### config.mk
export PLATFORM = sky130hd
export DESIGN_NAME = vt4_sum_stage
export DESIGN_NICKNAME = d
export VERILOG_FILES = /design/src/rtl/core/vt4_pkg.sv /design/src/rtl/core/vt4_sum_stage.sv
export SDC_FILE = /design/constraint.sdc
export NUM_CORES = 2
export LEC_CHECK = 0
export BUFFER_PORTS_ARGS = -buffer_cell sky130_fd_sc_hd__buf_4
export CAP_MARGIN = 20
export CORE_AREA = 2 2 503 505
export CTS_BUF_LIST = sky130_fd_sc_hd__clkbuf_8
export DETAILED_ROUTE_END_ITERATION = 6
export DIE_AREA = 0 0 505 507
export SKIP_CTS_REPAIR_TIMING = 1
export SLEW_MARGIN = 20
export SYNTH_ARGS = -nofsm -noshare
export SYNTH_HDL_FRONTEND = slang
export SYNTH_SLANG_ARGS = --single-unit
### constraint.sdc
create_clock -name clock -period 14.33 [get_ports clock]
set_input_delay 1.433 -clock clock [delete_from_list [all_inputs] [get_ports clock]]
set_output_delay 1.433 -clock clock [all_outputs]
set_load 0.02 [all_outputs]
### src/rtl/core/vt4_pkg.sv
`default_nettype none
package vt4_pkg;

   localparam int DIM       = 4;
   localparam int NUM_REGS  = (DIM * DIM) / 2;
   localparam int COMP_W    = 32;
   localparam int REG_W     = 2 * COMP_W;
   localparam int FRAC_BITS = 16;
   localparam int CSR_IDX_W = 4;
   localparam int PROD_W    = 2 * COMP_W;
   localparam int PAIR_W    = PROD_W + 1;
   localparam int SUM_W     = PROD_W + 2;
   localparam int SHIFT_W   = SUM_W - FRAC_BITS;

   // Register indexes on the configuration port.
   localparam logic [CSR_IDX_W-1:0] CSR_ROW0_COLS01 = CSR_IDX_W'(0);
   localparam logic [CSR_IDX_W-1:0] CSR_ROW0_COLS23 = CSR_IDX_W'(1);
   localparam logic [CSR_IDX_W-1:0] CSR_ROW1_COLS01 = CSR_IDX_W'(2);
   localparam logic [CSR_IDX_W-1:0] CSR_ROW1_COLS23 = CSR_IDX_W'(3);
   localparam logic [CSR_IDX_W-1:0] CSR_ROW2_COLS01 = CSR_IDX_W'(4);
   localparam logic [CSR_IDX_W-1:0] CSR_ROW2_COLS23 = CSR_IDX_W'(5);
   localparam logic [CSR_IDX_W-1:0] CSR_ROW3_COLS01 = CSR_IDX_W'(6);
   localparam logic [CSR_IDX_W-1:0] CSR_ROW3_COLS23 = CSR_IDX_W'(7);

   localparam logic [COMP_W-1:0] Q_ONE = COMP_W'(1 << FRAC_BITS);
   localparam logic [COMP_W-1:0] Q_MAX = {1'b0, {(COMP_W-1){1'b1}}};
   localparam logic [COMP_W-1:0] Q_MIN = {1'b1, {(COMP_W-1){1'b0}}};

   typedef logic [COMP_W-1:0]                 comp_type;
   typedef comp_type [DIM-1:0]                vec_type;
   typedef vec_type  [DIM-1:0]                mat_type;
   typedef logic [REG_W-1:0]                  csr_type;
   typedef csr_type  [NUM_REGS-1:0]           csr_file_type;
   typedef logic [PROD_W-1:0]                 prod_type;
   typedef prod_type [DIM-1:0][DIM-1:0]       prod_mat_type;
   typedef logic [PAIR_W-1:0]                 pair_type;
   typedef pair_type [DIM-1:0][DIM/2-1:0]     pair_mat_type;
   typedef logic [SUM_W-1:0]                  sum_type;
   typedef sum_type  [DIM-1:0]                sum_vec_type;

   // Identity matrix after reset.
   localparam csr_file_type CSR_RESET = '{
      {Q_ONE, {COMP_W{1'b0}}},      // row3_cols23: column 3 is one
      {REG_W{1'b0}},                // row3_cols01
      {{COMP_W{1'b0}}, Q_ONE},      // row2_cols23: column 2 is one
      {REG_W{1'b0}},                // row2_cols01
      {REG_W{1'b0}},                // row1_cols23
      {Q_ONE, {COMP_W{1'b0}}},      // row1_cols01: column 1 is one
      {REG_W{1'b0}},                // row0_cols23
      {{COMP_W{1'b0}}, Q_ONE}       // row0_cols01: column 0 is one
   };

endpackage
`default_nettype wire

### src/rtl/core/vt4_sum_stage.sv
`default_nettype none
module vt4_sum_stage (
   input  wire logic                  clock,
   input  wire logic                  reset,
   input  wire logic                  in_valid,
   output logic                       in_ready,
   input  wire vt4_pkg::prod_mat_type prod,
   output logic                       out_valid,
   input  wire logic                  out_ready,
   output vt4_pkg::sum_vec_type       sum
);
   import vt4_pkg::*;

   logic         pair_valid_ff, pair_valid_in;
   logic         sum_valid_ff, sum_valid_in;
   logic         pair_ready, sum_ready;
   pair_mat_type pair_ff, pair_in;
   sum_vec_type  sum_ff, sum_in;

   assign sum_ready  = !sum_valid_ff || out_ready;
   assign pair_ready = !pair_valid_ff || sum_ready;
   assign in_ready   = pair_ready;

   // First level adds column pairs, second level closes each row; both
   // keep every bit so the row sum is exact.
   always_comb begin
      for (int r = 0; r < DIM; r++) begin
         for (int h = 0; h < DIM / 2; h++) begin
            pair_in[r][h] = PAIR_W'($signed(prod[r][2*h]))
                          + PAIR_W'($signed(prod[r][2*h+1]));
         end
         sum_in[r] = SUM_W'($signed(pair_ff[r][0])) + SUM_W'($signed(pair_ff[r][1]));
      end
      pair_valid_in = pair_ready ? in_valid : pair_valid_ff;
      sum_valid_in  = sum_ready ? pair_valid_ff : sum_valid_ff;
   end

   always_ff @(posedge clock) begin
      if (reset) begin
         pair_valid_ff <= 1'b0;
         sum_valid_ff  <= 1'b0;
      end else begin
         pair_valid_ff <= pair_valid_in;
         sum_valid_ff  <= sum_valid_in;
      end
   end

   always_ff @(posedge clock) begin
      if (in_valid && pair_ready) begin
         pair_ff <= pair_in;
      end
      if (pair_valid_ff && sum_ready) begin
         sum_ff <= sum_in;
      end
   end

   assign out_valid = sum_valid_ff;
   assign sum       = sum_ff;

endmodule
`default_nettype wire

==> metrics <==
vias per cell 5.352; crit start category input pin; Starting Density 0.2753; fin crit share 0.3449; Crit Path Class in2reg; critical path's slowest cell a311oi_1; Hold Path Depth 2; Worst Hold Class reg2reg; worst path bufs/invs 1; CTS sink cnt 786; total CTS buffers 160; post-synth top area cell edfxtp_1; FF-to-FF Start pair_ff[130]; drt pass-1 iters 6; Slew @ Worst Pin 1.087 ns; setup_tns 0 ns; Worst slew margin 0.2569; DR WL met3 18.95 mm; DR WL met2 150.2 mm; first-pass GRT wire length 440.6 mm; nets 10590; largest cells by area after synthesis edfxtp_1, ha_1, a21oi_1, xnor2_1, a21o_1; gr ovfl total 0; number of synthesized flops with an enable pin 784; initial DRC count 5153; DPL Wire Length 264.2 mm; max incr delay on CP 0.80 ns; RSZ-0062 raised after global routing no; reg2reg setup slack 9.67 ns; All-Layer GR Usage 0.2317; GP Congestion 1.021; boundary pin count 1294; Routed WL 311.3 mm; top_reg_cell synth edfxtp_1; register area share after synthesis 0.3420; share of cells above drive strength 1 0.1814; via count of the first global-routing pass 64760; syn_area_per_cell 9.065 um2; share of the synthesized area in the top cell type 0.3414; Critical Path Most Common Cell o21ai_1; FMAX 202.3 MHz; Mapped Cells 7607; placed inst area 81890 um2; Synth Net Count 9419; CP top delay family compound AO/OA/AOI/OAI gates; #FFs+latches synth 786; Worst Hold Slack 0.5334 ns; Max Fanout on Critical Path 5; Pwr per Cell Area 123.8 nW/um2; CP Cell Sequence buf_4, ha_1, fa_1, a211oi_1, o21bai_1, o21ai_0, o21ai_1, a31oi_1, o31ai_2, a311oi_1, o31a_1, o21ai_1, xor2_1; M1 WL 131.4 mm; endpoints failing hold 0; Synth async-reset ratio 0; Reg clk slew, reported paths 0.06 ns; initial antenna violation count 19; PortBufs 1293; min Tclk post-route 4.943 ns; CP Capture Type flip-flop; final setup vio count 0; Fill cells 25930; Finished Cell Area 85310 um2; final routed DRC violation total 0; worst hold start pair_valid_ff; Reg-to-Reg End sum[130]; core area 250500 um2; routed len/inst 25.40 um; Hold Path Sink out_valid; final setup skew 0.07778 ns; H-tree depth 4; result of the run finished clean; DR top layer met5; Mapped Area 68960 um2; Unique masters post-synth 93; Vert. Die Dim 507 um; Die Width 505 um; Clk Latency, worst-skew pair 0.94 ns; Total Die Area 256000 um2; ANT nets after route 0; FP Rows 184; Max VDD drop 0.07062 mV; synth-to-layout area growth 23.71%; YS warnings 0; max cap viols 0; Bufs on Longest Clock Path 3; multi-input logic area 43290 um2; Layout Utilization 0.3406; largest net degree at the start of global routing 120; Lkg Pwr 0.03642 uW; CP required 14.97 ns; max-slew violations 0; Seq. cell area 23580 um2; via count 65600; R2R cell count 13; CTS tree built; WP data arrival 5.58 ns; root buf cell clkbuf_8
==> cells in the mapped netlist, drive strengths merged, types with 12 or more instances <==
cell / instances
o2111ai: 16
a211o: 15
nand4: 222
a221oi: 24
nand2: 601
o21ai: 495
o41ai: 13
o21a: 98
a41oi: 20
a21oi: 920
ha: 772
nor2b: 79
o21bai: 159
a221o: 15
xor2: 258
fa: 12
a21boi: 37
and4: 17
a2111oi: 25
nand3: 164
and3: 67
o211ai: 40
clkbuf: 303
a21o: 481
xnor2: 425
nor3: 142
o31a: 24
a311oi: 19
buf: 14
inv: 241
o31ai: 56
edfxtp: 784
and2: 44
nor3b: 14
a211oi: 77
or3: 34
or2: 18
nand2b: 77
nor4: 35
a31oi: 98
nor2: 493
==> where the power goes <==
| part | internal, uW | switching [uW] |
|---|---|---|
| registers | 3120 | 214 |
| clock network | 1400 | 1150 |
| logic | 1760 | 2920 |
==> through the flow <==
stage          setup WS (ns)  power [uW]  std cells
2_1_floorplan         0.2518        6197       7607
3_3_place_gp           8.299        7977      11960
3_5_place_dp           8.336        7982      11960
4_1_cts                9.389       10630      12250
5_1_grt                9.243       11150      12260
6_report               9.387       10560      12260
==> cell usage in the layout (no fill, tap or decap), types with 162 or more instances in the layout <==
master and n:
xnor2_1 425, buf_4 1320, inv_1 269, nand2_1 601, o21ai_0 475, nand3_1 164
a21o_1 481, nand4_1 222, xor2_1 258, a21oi_1 918, nor2_1 493, clkbuf_8 162
edfxtp_1 784, ha_1 772
==> state kept, by name (all words and copies together) (netlist names) <==
name / count
out_valid: 1
sum: 264
pair_valid_ff: 1
pair_ff: 520
==> area by class of cell <==
| class | instances | area share |
|---|---|---|
| inverters | 241 | 0.01060 |
| flip-flops and latches | 786 | 0.2764 |
| repair buffers | 1321 | 0.1164 |
| well taps | 3348 | 0.04910 |
| multi-input cells | 6263 | 0.5074 |
| clock inverters | 128 | 0.01367 |
| diodes | 8 | 0.0002347 |
| clock buffers | 162 | 0.02614 |
==> layer usage <==
layer,vias to the layer above,GRT usage
li1,31120,-
met1,31480,0.2895
met2,2592,0.4018
met3,401,0.04077
met4,8,0.07581
met5,-,0
==> tightest hold or removal path: cells and delay by family, from the launching register on <==
kind          cells  cell delay, ns
simple gates      2            0.15
flops             1            0.33
==> cell families (layout without fill, tap and decap cells) <==
logic type / count (synthesis) / in the layout / synth area share
AND/OR/NAND/NOR: 2048 / 2048 / 0.1427
adder cells (fa/ha/maj): 784 / 784 / 0.1436
buffers and inverters: 558 / 1852 / 0.03068
flip-flops: 786 / 786 / 0.3420
AO/OA/AOI/OAI: 2742 / 2742 / 0.2534
other: 0 / 8 / 0
XOR/XNOR: 683 / 683 / 0.08674
multiplexers: 6 / 6 / 0.0009072
==> how the worst max path moves through the flow <==
stage / start / endpoint / slack [ns] / cells after the start
6_report: prod[512] / pair_ff[316] / 9.39 / 13
5_1_grt: prod[512] / pair_ff[316] / 9.24 / 13
4_1_cts: prod[512] / pair_ff[316] / 9.39 / 13
3_5_place_dp: prod[512] / pair_ff[316] / 8.34 / 13
3_3_place_gp: prod[512] / pair_ff[320] / 8.30 / 13
2_1_floorplan: out_ready / sum[0] / 0.25 / 2
Note: power is estimated with default switching activity, not from simulation.
