## src/rtl/core/vt4_pkg.sv

```systemverilog
`default_nettype none
package vt4_pkg;

   localparam int DIM       = 4;
   localparam int NUM_REGS  = (DIM * DIM) / 2;
   localparam int COMP_W    = 32;
   localparam int REG_W     = 2 * COMP_W;
   localparam int FRAC_BITS = 16;
   localparam int CSR_IDX_W = 4;
   localparam int PROD_W    = 2 * COMP_W;
   localparam int PAIR_W    = PROD_W + 1;
   localparam int SUM_W     = PROD_W + 2;
   localparam int SHIFT_W   = SUM_W - FRAC_BITS;

   // Register indexes on the configuration port.
   localparam logic [CSR_IDX_W-1:0] CSR_ROW0_COLS01 = CSR_IDX_W'(0);
   localparam logic [CSR_IDX_W-1:0] CSR_ROW0_COLS23 = CSR_IDX_W'(1);
   localparam logic [CSR_IDX_W-1:0] CSR_ROW1_COLS01 = CSR_IDX_W'(2);
   localparam logic [CSR_IDX_W-1:0] CSR_ROW1_COLS23 = CSR_IDX_W'(3);
   localparam logic [CSR_IDX_W-1:0] CSR_ROW2_COLS01 = CSR_IDX_W'(4);
   localparam logic [CSR_IDX_W-1:0] CSR_ROW2_COLS23 = CSR_IDX_W'(5);
   localparam logic [CSR_IDX_W-1:0] CSR_ROW3_COLS01 = CSR_IDX_W'(6);
   localparam logic [CSR_IDX_W-1:0] CSR_ROW3_COLS23 = CSR_IDX_W'(7);

   localparam logic [COMP_W-1:0] Q_ONE = COMP_W'(1 << FRAC_BITS);
   localparam logic [COMP_W-1:0] Q_MAX = {1'b0, {(COMP_W-1){1'b1}}};
   localparam logic [COMP_W-1:0] Q_MIN = {1'b1, {(COMP_W-1){1'b0}}};

   typedef logic [COMP_W-1:0]                 comp_type;
   typedef comp_type [DIM-1:0]                vec_type;
   typedef vec_type  [DIM-1:0]                mat_type;
   typedef logic [REG_W-1:0]                  csr_type;
   typedef csr_type  [NUM_REGS-1:0]           csr_file_type;
   typedef logic [PROD_W-1:0]                 prod_type;
   typedef prod_type [DIM-1:0][DIM-1:0]       prod_mat_type;
   typedef logic [PAIR_W-1:0]                 pair_type;
   typedef pair_type [DIM-1:0][DIM/2-1:0]     pair_mat_type;
   typedef logic [SUM_W-1:0]                  sum_type;
   typedef sum_type  [DIM-1:0]                sum_vec_type;

   // Identity matrix after reset.
   localparam csr_file_type CSR_RESET = '{
      {Q_ONE, {COMP_W{1'b0}}},      // row3_cols23: column 3 is one
      {REG_W{1'b0}},                // row3_cols01
      {{COMP_W{1'b0}}, Q_ONE},      // row2_cols23: column 2 is one
      {REG_W{1'b0}},                // row2_cols01
      {REG_W{1'b0}},                // row1_cols23
      {Q_ONE, {COMP_W{1'b0}}},      // row1_cols01: column 1 is one
      {REG_W{1'b0}},                // row0_cols23
      {{COMP_W{1'b0}}, Q_ONE}       // row0_cols01: column 0 is one
   };

endpackage
`default_nettype wire

```

## src/rtl/core/vt4_sat_stage.sv

```systemverilog
`default_nettype none
module vt4_sat_stage (
   input  wire logic                  clock,
   input  wire logic                  reset,
   input  wire logic                  in_valid,
   output logic                       in_ready,
   input  wire vt4_pkg::sum_vec_type  sum,
   output logic                       out_valid,
   input  wire logic                  out_ready,
   output vt4_pkg::vec_type           result,
   output logic                       saturated
);
   import vt4_pkg::*;

   logic                valid_ff, valid_in;
   vec_type             result_ff, result_in;
   logic                sat_ff, sat_in;
   logic [SHIFT_W-1:0]  shifted;
   logic [SHIFT_W-COMP_W:0] upper;
   logic [DIM-1:0]      clip;

   assign in_ready = !valid_ff || out_ready;

   // Dropping the low fraction bits of a two's complement sum is a floor
   // division; the value fits when every bit from bit 31 up is equal.
   always_comb begin
      shifted = '0;
      upper   = '0;
      for (int r = 0; r < DIM; r++) begin
         shifted = sum[r][SUM_W-1:FRAC_BITS];
         upper   = shifted[SHIFT_W-1:COMP_W-1];
         clip[r] = !((&upper) || !(|upper));
         if (!clip[r]) begin
            result_in[r] = shifted[COMP_W-1:0];
         end else if (shifted[SHIFT_W-1]) begin
            result_in[r] = Q_MIN;
         end else begin
            result_in[r] = Q_MAX;
         end
      end
      sat_in   = |clip;
      valid_in = in_ready ? in_valid : valid_ff;
   end

   always_ff @(posedge clock) begin
      if (reset) begin
         valid_ff <= 1'b0;
      end else begin
         valid_ff <= valid_in;
      end
   end

   always_ff @(posedge clock) begin
      if (in_valid && in_ready) begin
         result_ff <= result_in;
         sat_ff    <= sat_in;
      end
   end

   assign out_valid = valid_ff;
   assign result    = result_ff;
   assign saturated = sat_ff;

endmodule
`default_nettype wire

```

## config.mk

```make
export PLATFORM = sky130hd
export DESIGN_NAME = vt4_sat_stage
export DESIGN_NICKNAME = d
export VERILOG_FILES = /design/src/rtl/core/vt4_pkg.sv /design/src/rtl/core/vt4_sat_stage.sv
export SDC_FILE = /design/constraint.sdc
export NUM_CORES = 1
export LEC_CHECK = 0
export BUFFER_PORTS_ARGS = -buffer_cell sky130_fd_sc_hd__buf_2
export CORE_AREA = 2 2 157 159
export CTS_BUF_LIST = sky130_fd_sc_hd__clkbuf_4
export CTS_CLUSTER_SIZE = 20
export DETAILED_ROUTE_END_ITERATION = 7
export DIE_AREA = 0 0 159 161
export MAX_ROUTING_LAYER = met4
export SLEW_MARGIN = 20
export SYNTH_ARGS = -nofsm -noshare
export SYNTH_HDL_FRONTEND = slang
export SYNTH_SLANG_ARGS = --single-unit
```

## constraint.sdc

```tcl
create_clock -name clock -period 11.4 [get_ports clock]
set_input_delay 0.57 -clock clock [delete_from_list [all_inputs] [get_ports clock]]
set_output_delay 0.57 -clock clock [all_outputs]
set_load 0.03 [all_outputs]
```

==> results of run 1 <==
==> registers in the layout (all words and copies together), names as in the netlist <==
name / flops
out_valid: 1
result: 128
saturated: 1
==> area by class of cell <==
class	instances	area, um2	area share
well taps	324	405	0.0516
flip-flops and latches	130	3890	0.496
diodes	2	5.00	0.000637
multi-input cells	188	1530	0.195
clock buffers	18	135	0.0172
inverters	1	3.75	0.000478
repair buffers	339	1710	0.218
clock inverters	14	165	0.0210
==> final timing paths <==
path,from,slack (ns),depth (start not counted),to
worst max-delay path,out_valid,8.99,3,result[106]
worst max register to register,out_valid,8.99,3,result[106]
worst min register to register,out_valid,0.54,2,out_valid
worst min-delay path,reset,0.17,2,out_valid
==> stage by stage <==
stage	hold WS, ns	cell area [um2]	total power (W)
finish	0.168	7850	0.00108
CTS	0.0825	7850	0.00110
global route	0.0942	7850	0.00113
floorplan	0.639	5650	0.000675
detailed placement	0.518	7550	0.000745
global placement	0.503	7550	0.000743
==> worst reg2reg max path, delay by kind of cell, from the launching register on <==
kind / cells / cell delay (ns)
buf+inv: 1 / 0.81
flops: 1 / 0.34
simple gates: 2 / 0.87
==> cell usage in the layout (no fill, tap or decap), types with 2 or more instances in the layout <==
cell / n
a31o_2: 4
nor4_1: 16
diode_2: 2
a21o_1: 39
nand4_1: 21
a21o_2: 85
a311oi_4: 4
and3_1: 4
clkinv_4: 5
bufinv_16: 3
edfxtp_1: 129
clkbuf_4: 18
buf_4: 5
nor4_2: 4
clkinv_2: 4
nor2_1: 8
buf_2: 334
==> cells in the mapped netlist, drive strengths merged <==
library cell	instances
edfxtp	129
a21o	124
buf	24
nand4	21
nor4	20
nor2	8
a311oi	4
a31o	4
and3	4
dlygate4sd3	3
a21oi	1
and2	1
clkbuf	1
dfxtp	1
inv	1
nand2b	1
==> routing by layer <==
layer,vias up,track usage,wire length (um)
met2,197,0.189,7310
met3,17,0.0419,1170
met1,2019,0.155,6810
met5,-,-,0
met4,0,0.0421,246
li1,2057,-,-
==> where the power goes <==
part | internal (W) | switching [W]
clock | 0.000154 | 0.000191
sequential | 0.000558 | 0.00000620
combinational | 0.0000614 | 0.000106
==> cells by family after synthesis <==
family | synth area share
and+or+nand+nor | 0.0618
buffers and inverters | 0.0491
DFF | 0.689
AOI/OAI and AO/OA | 0.200
==> flow_metrics.env, run 1 <==
export IMPL_ioPinCount=399
export IMPL_place_ws_ns=8.55
export IMPL_grt_pass1_vias=4354
export IMPL_ys_types=21
export IMPL_postLayoutSetupSlackWorst_ns=8.99
export IMPL_finalSetupViolations=0
export IMPL_netlist_top_cells_area="edfxtp_1 69%, a21o_2 13%, a21o_1 5.2%"
export IMPL_rows=57
export IMPL_finalNonFillerCells=1016
export IMPL_slew_violations=0
export IMPL_max_stage_delay_ns=0.79
export IMPL_nets=945
export IMPL_cts_sinks=130
export IMPL_setup_worst_path_end_class="flip-flop"
export IMPL_antenna_found_initial=1
export IMPL_path_clk_slew_ns=0.13
export IMPL_die_height_um=161
export IMPL_cts_hold_fix_buffers=0
export IMPL_status="finished, final reports clean"
export IMPL_fin_setup_tns_ns=0
export IMPL_ys_ff_latch=130
export IMPL_fillers=2440
export IMPL_crit_slowest_cell="buf_4"
export IMPL_cp_required_ns=11.55
export IMPL_cts_made_buffers=17
export IMPL_synthToLayoutAreaGrowth_pct=38.9
export IMPL_crit_path_start_kind="flip-flop"
export IMPL_seq_area_frac_synth=0.689
export IMPL_yosysTopAreaCell="edfxtp_1"
export IMPL_layout_drive_gt1_share=0.678
export IMPL_grt_max_degree=69
export IMPL_vdd_ir_drop_max_mv=0.0585
export IMPL_grtUsageTotal=0.124
export IMPL_detail_route_antenna_nets=0
export IMPL_cts_max_level=4
export IMPL_final_hold_viol_count=0
export IMPL_grt_ovfl_total=0
export IMPL_grt_first_pass_wirelength_um=23800
export IMPL_syn_cell_area_mm2=0.00565
export IMPL_root_buffer="clkbuf_4"
export IMPL_period_share=0.212
export IMPL_wl_per_cell_um=15.3
export IMPL_syn_nets=615
export IMPL_core_area_mm2=0.0240
export IMPL_avgSynthCellArea_um2=16.3
export IMPL_die_x_um=159
export IMPL_relSlewSlack=0.356
export IMPL_portBuffers=334
export IMPL_worst_pin_slew_ns=0.965
export IMPL_critPathArrivalTime_ns=2.56
export IMPL_path_class="reg2reg"
export IMPL_first_iter_violations=313
export IMPL_routed_wl_um=15500
export IMPL_vias=4290
export IMPL_vias_per_cell=4.22
export IMPL_min_path_type="in2reg"
export IMPL_leakagePower_nw=3.63
export IMPL_skew_ns=0.0227
export IMPL_path_cells="nand2b_1 -> and2_4 -> buf_4"
export IMPL_cts_tree="done"
export IMPL_ctsLongestPathBuffers=2
export IMPL_cp_top_family="simple AND/OR/NAND/NOR gates"
export IMPL_place_hpwl_um=10900
export IMPL_finish_utilization=0.328
export IMPL_initial_utilization=0.236
export IMPL_ctsResizeCount=0
export IMPL_dp_cells=982
export IMPL_fp_dieArea_mm2=0.0256
export IMPL_maxCapViolations=0
export IMPL_syn_inst=347
export IMPL_cellPowerDensity_mw_per_mm2=137
export IMPL_cp_num_buf_inv=1
export IMPL_clk_latency_ns=0.53
export IMPL_path_max_fanout=68
export IMPL_synth_top_area_frac=0.685
export IMPL_gp_congestion=0.756
export IMPL_post_route_min_period_ns=2.41
export IMPL_postCtsSetupRepairBufs=0
export IMPL_yosys_warnings=0
export IMPL_fmax_mhz=415
export IMPL_first_pass_iters=4
export IMPL_route_detailed_drc=0
export IMPL_grt_setup_unrepaired="false"
Power figures use the tool's default switching activity.
==> inputs of run 2 (changes only) <==
CORE_AREA = 2 2 153 155   (was 2 2 157 159)
DIE_AREA = 0 0 155 157   (was 0 0 159 161)
clock period = 2.3 ns   (was 11.4 ns; I/O delays follow)
==> run 2 against run 1 <==
Net effect: first-iteration DRC count down 29%; total power rose to 5.1 times the previous value; via count up 15%; combinational power rose to 6.1 times the previous value; setup slack worse by 8.7 ns.
==> flow_metrics.env, run 2 (synthesized netlist as in run 1, its figures left out) <==
export IMPL_status="finished, final reports clean"
export IMPL_min_path_type="in2reg"
export IMPL_cellPowerDensity_mw_per_mm2=595
export IMPL_setup_worst_path_end_class="flip-flop"
export IMPL_synthToLayoutAreaGrowth_pct=63.4
export IMPL_post_route_min_period_ns=1.99
export IMPL_critPathArrivalTime_ns=2.37
export IMPL_p_comb_frac=0.188
export IMPL_layout_drive_gt1_share=0.577
export IMPL_first_iter_violations=222
export IMPL_die_height_um=157
export IMPL_intPower_w=0.00401
export IMPL_largest_register_ffs=128
export IMPL_portBuffers=334
export IMPL_path_class="in2reg"
export IMPL_root_buffer="clkbuf_4"
export IMPL_slew_violations=0
export IMPL_nets=1084
export IMPL_initial_utilization=0.251
export IMPL_holdWs_ns=0.170
export IMPL_cts_max_level=4
export IMPL_maxCapViolations=0
export IMPL_ctsResizeCount=0
export IMPL_vdd_ir_drop_max_mv=0.273
export IMPL_reg2reg_from="out_valid"
export IMPL_vias_per_cell=4.42
export IMPL_die_x_um=155
export IMPL_grt_max_degree=32
export IMPL_swShare=0.271
export IMPL_grt_setup_unrepaired="false"
export IMPL_finalSetupViolations=0
export IMPL_startpoint="sum[65]"
export IMPL_grt_first_pass_wirelength_um=24800
export IMPL_skew_ns=0.0183
export IMPL_cts_tree="done"
export IMPL_final_cell_mix="334 x buf_2, 130 x dlygate4sd3_1, 129 x edfxtp_1"
export IMPL_grt_pass1_vias=4972
export IMPL_final_area_mm2=0.00924
export IMPL_period_share=0.866
export IMPL_antenna_found_initial=1
export IMPL_multi_input_comb_area_mm2=0.00153
export IMPL_grtUsageTotal=0.135
export IMPL_layout_commonest_cell="buf_2"
export IMPL_ioPinCount=399
export IMPL_relSlewSlack=0.524
export IMPL_report_power_total_w=0.00549
export IMPL_power_frac_clock=0.303
export IMPL_worst_pin_slew_ns=0.714
export IMPL_fin_setup_tns_ns=0
export IMPL_ctsLongestPathBuffers=2
export IMPL_seq_area_mm2=0.00389
export IMPL_gp_congestion=0.755
export IMPL_rows=55
export IMPL_path_clk_slew_ns=0.13
export IMPL_place_hpwl_um=10800
export IMPL_fmax_mhz=502
export IMPL_placed_cell_area_mm2=0.00763
export IMPL_detail_route_antenna_nets=0
export IMPL_wl_per_cell_um=15.1
export IMPL_net_switching_power_w=0.00149
export IMPL_vias=4923
export IMPL_cts_made_buffers=17
export IMPL_fp_dieArea_mm2=0.0243
export IMPL_clk_latency_ns=0.51
export IMPL_p_seq_frac=0.509
export IMPL_core_area_mm2=0.0225
export IMPL_hp_start="in_valid"
export IMPL_cts_sinks=130
export IMPL_crit_path_start_kind="input pin"
export IMPL_final_hold_viol_count=0
export IMPL_fillers=2093
export IMPL_first_pass_iters=4
export IMPL_cp_required_ns=2.68
export IMPL_route_detailed_drc=0
export IMPL_leakagePower_nw=4.24
export IMPL_grt_ovfl_total=0
export IMPL_path_max_fanout=15
export IMPL_routed_wl_um=16800
[run 2: cell types whose count changed in the layout (fill, tap and decap cells not counted), sizes merged]
| cell | before | now |
|---|---|---|
| buf | 339 | 348 |
| clkbuf | 18 | 19 |
| clkinv | 10 | 7 |
| clkinvlp | 1 | 3 |
| diode | 2 | 1 |
| dlygate4sd3 | 0 | 130 |
[run 2: power groups by stage]
stage	sequential (W)	combinational (W)	clock, W
global placement	0.00285	0.000847	0
floorplan	0.00313	0.000200	0
detailed placement	0.00285	0.000854	0
finish	0.00280	0.00103	0.00166
CTS	0.00280	0.00103	0.00176
global route	0.00281	0.00110	0.00185
[run 2: critical path: stages]
cell	delay [ns]
dlygate4sd3_1	0.53
buf_2	0.15
nor4_1	0.27
nand4_1	0.14
nor4_2	0.31
a31o_2	0.44
buf_4	0.26
a21o_2	0.14
[run 2: final timing paths]
path	end	slack, ns	cells after the start
max	result[16]	0.31	8
min reg2reg	result[45]	1.01	2
min	result[45]	0.17	2
max reg2reg	result[106]	0.72	3
[run 2: repair_timing]
action	4_1_cts	5_1_grt
setup buffers	0	0
hold buffers	130	0
endpoints found under the hold margin	129	0
[run 2: final cells by class]
cell class	instances	share of cell area
Clock inverter	13	0.0176
Tap cell	285	0.0386
Multi-Input combinational cell	188	0.166
Sequential cell	130	0.422
Inverter	1	0.000406
Timing Repair Buffer	478	0.340
Clock buffer	19	0.0154
Antenna cell	1	0.000271
[run 2: metrics by stage]
stage	cells	util	worst slack [ns]
4_1_cts	1114	0.410	0.374
3_3_place_gp	952	0.339	0.311
3_5_place_dp	952	0.339	0.301
6_report	1115	0.410	0.308
2_1_floorplan	347	-	0.142
5_1_grt	1115	0.410	0.228
[run 2: per-layer routing]
metal,wire (um),share of wire,track usage
met1,6830,0.41,0.148
met2,8550,0.51,0.237
met3,1210,0.072,0.0416
met4,250,0.015,0.0406
met5,0,0,-
==> inputs of run 3 (changes only) <==
CORE_AREA = 2 2 155 157   (was 2 2 153 155)
CTS_CLUSTER_SIZE = 28   (was 20)
DIE_AREA = 0 0 157 159   (was 0 0 155 157)
==> run 3 against run 2 <==
Net effect: register-to-register slack better by 0.09 ns; sequential share of layout area down 0.057 points; sequential cell count unchanged; design area up 0.14%; setup slack better by 0.070 ns; non-clock buffer count unchanged; clock skew down 0.00084 ns; critical path type unchanged; largest cell class unchanged; highest routed layer unchanged.
==> flow_metrics.env, run 3 (synthesized netlist as in run 1, its figures left out) <==
export IMPL_status="finished, final reports clean"
export IMPL_maxCapViolations=0
export IMPL_rows=56
export IMPL_r2r_end="result[91]"
export IMPL_wl_per_cell_um=14.9
export IMPL_finish_utilization=0.399
export IMPL_antenna_found_initial=0
export IMPL_min_to="result[48]"
export IMPL_detail_route_antenna_nets=0
export IMPL_portBuffers=334
export IMPL_vias_per_cell=4.23
export IMPL_largest_register_ffs=128
export IMPL_fp_dieArea_mm2=0.0250
export IMPL_routed_wl_um=17100
export IMPL_path_max_fanout=14
export IMPL_net_switching_power_w=0.00147
export IMPL_crit_path_start_kind="input pin"
export IMPL_reg2reg_from="out_valid"
export IMPL_synthToLayoutAreaGrowth_pct=63.6
export IMPL_p_comb_frac=0.190
export IMPL_grt_pass1_vias=5093
export IMPL_final_hold_viol_count=0
export IMPL_root_buffer="clkbuf_4"
export IMPL_grt_ovfl_total=0
export IMPL_grtUsageTotal=0.138
export IMPL_fin_setup_tns_ns=0
export IMPL_finalSetupViolations=0
export IMPL_path_clk_slew_ns=0.12
export IMPL_first_iter_violations=238
export IMPL_leakagePower_nw=4.22
export IMPL_ioPinCount=399
export IMPL_regToRegSetupSlack_ns=0.81
export IMPL_skew_ns=0.0174
export IMPL_post_route_min_period_ns=1.92
export IMPL_place_hpwl_um=11400
export IMPL_cts_tree="done"
export IMPL_layout_drive_gt1_share=0.573
export IMPL_die_x_um=157
export IMPL_grt_setup_unrepaired="false"
export IMPL_grt_max_degree=48
export IMPL_fmax_mhz=520
export IMPL_power_frac_clock=0.296
export IMPL_die_height_um=159
export IMPL_final_cell_mix="334 x buf_2, 130 x dlygate4sd3_1, 129 x edfxtp_1"
export IMPL_route_detailed_drc=0
export IMPL_ctsLongestPathBuffers=2
export IMPL_p_seq_frac=0.514
export IMPL_setup_worst_path_end_class="flip-flop"
export IMPL_period_share=0.836
export IMPL_path_class="in2reg"
export IMPL_critPathArrivalTime_ns=2.32
export IMPL_slew_violations=0
export IMPL_diodes=0
export IMPL_swShare=0.270
export IMPL_cp_required_ns=2.70
export IMPL_ctsResizeCount=0
export IMPL_cts_sinks=130
export IMPL_first_pass_iters=4
export IMPL_hp_start="in_valid"
export IMPL_cts_max_level=4
export IMPL_cellPowerDensity_mw_per_mm2=588
export IMPL_vdd_ir_drop_max_mv=0.227
export IMPL_intPower_w=0.00397
export IMPL_relSlewSlack=0.513
export IMPL_clk_latency_ns=0.51
export IMPL_core_area_mm2=0.0232
export IMPL_grt_first_pass_wirelength_um=25900
export IMPL_layout_commonest_cell="buf_2"
export IMPL_cts_made_buffers=17
export IMPL_min_path_type="in2reg"
export IMPL_holdPathStages=2
export IMPL_reg2reg_depth=3
export IMPL_worst_pin_slew_ns=0.731
export IMPL_initial_utilization=0.244
export IMPL_vias=4842
export IMPL_nets=1084
export IMPL_gp_congestion=0.786
run 3: changes by cell type in the layout (fill, tap and decap cells not counted):
cell        before  now
diode_2          1    0
clkinv_4         4    0
clkinv_1         0    2
clkbuf_4        19   18
clkinvlp_4       3    4
run 3: worst max-delay path: stages:
cell	delay, ns
dlygate4sd3_1	0.53
buf_2	0.15
nor4_1	0.28
nand4_1	0.14
nor4_2	0.30
a31o_2	0.39
buf_4	0.27
a21o_2	0.15
run 3: area by class of cell:
type	count	area (um2)
sequential	130	3890
clock buffer	18	135
fill	2166	13900
multi-input combinational	188	1530
tap	319	399
inverter	1	3.75
timing repair buffer	478	3140
clock inverter	12	143
run 3: power groups by stage:
stage | logic, W | clock network (W) | registers [W]
5_1_grt | 0.00110 | 0.00179 | 0.00281
6_report | 0.00103 | 0.00161 | 0.00280
3_3_place_gp | 0.000849 | 0 | 0.00285
2_1_floorplan | 0.000200 | 0 | 0.00313
4_1_cts | 0.00103 | 0.00171 | 0.00280
3_5_place_dp | 0.000857 | 0 | 0.00285
run 3: worst max-delay path by stage:
stage,from,cells past startpoint,end
floorplan,out_valid,2,result[0]
global placement,sum[65],7,result[9]
detailed placement,sum[131],7,result[54]
CTS,sum[65],8,result[3]
global route,sum[65],8,result[3]
finish,sum[65],8,result[3]
run 3: stage by stage:
stage          setup slack, ns  hold WS, ns  power, W  cell area (um2)  instances
6_report                 0.378        0.123   0.00544             9250       1146
3_5_place_dp             0.390        0.277   0.00371             7670        986
2_1_floorplan            0.142        0.184   0.00333             5650        347
5_1_grt                  0.312       0.0512   0.00570             9250       1146
4_1_cts                  0.449       0.0367   0.00554             9250       1146
3_3_place_gp             0.387        0.270   0.00370             7670        986
run 3: timing repair:
action | in CTS | in global routing
endpoints found under the setup margin | 0 | 0
endpoints found under the hold margin | 129 | 0
setup buffers | 0 | 0
hold buffers | 130 | 0
run 3: metal layers:
| metal | wire (um) | share of wire | GRT usage |
|---|---|---|---|
| met4 | 306 | 0.018 | 0.0509 |
| met5 | 0 | 0 | - |
| met1 | 6990 | 0.41 | 0.150 |
| met2 | 8790 | 0.51 | 0.240 |
| met3 | 986 | 0.058 | 0.0370 |
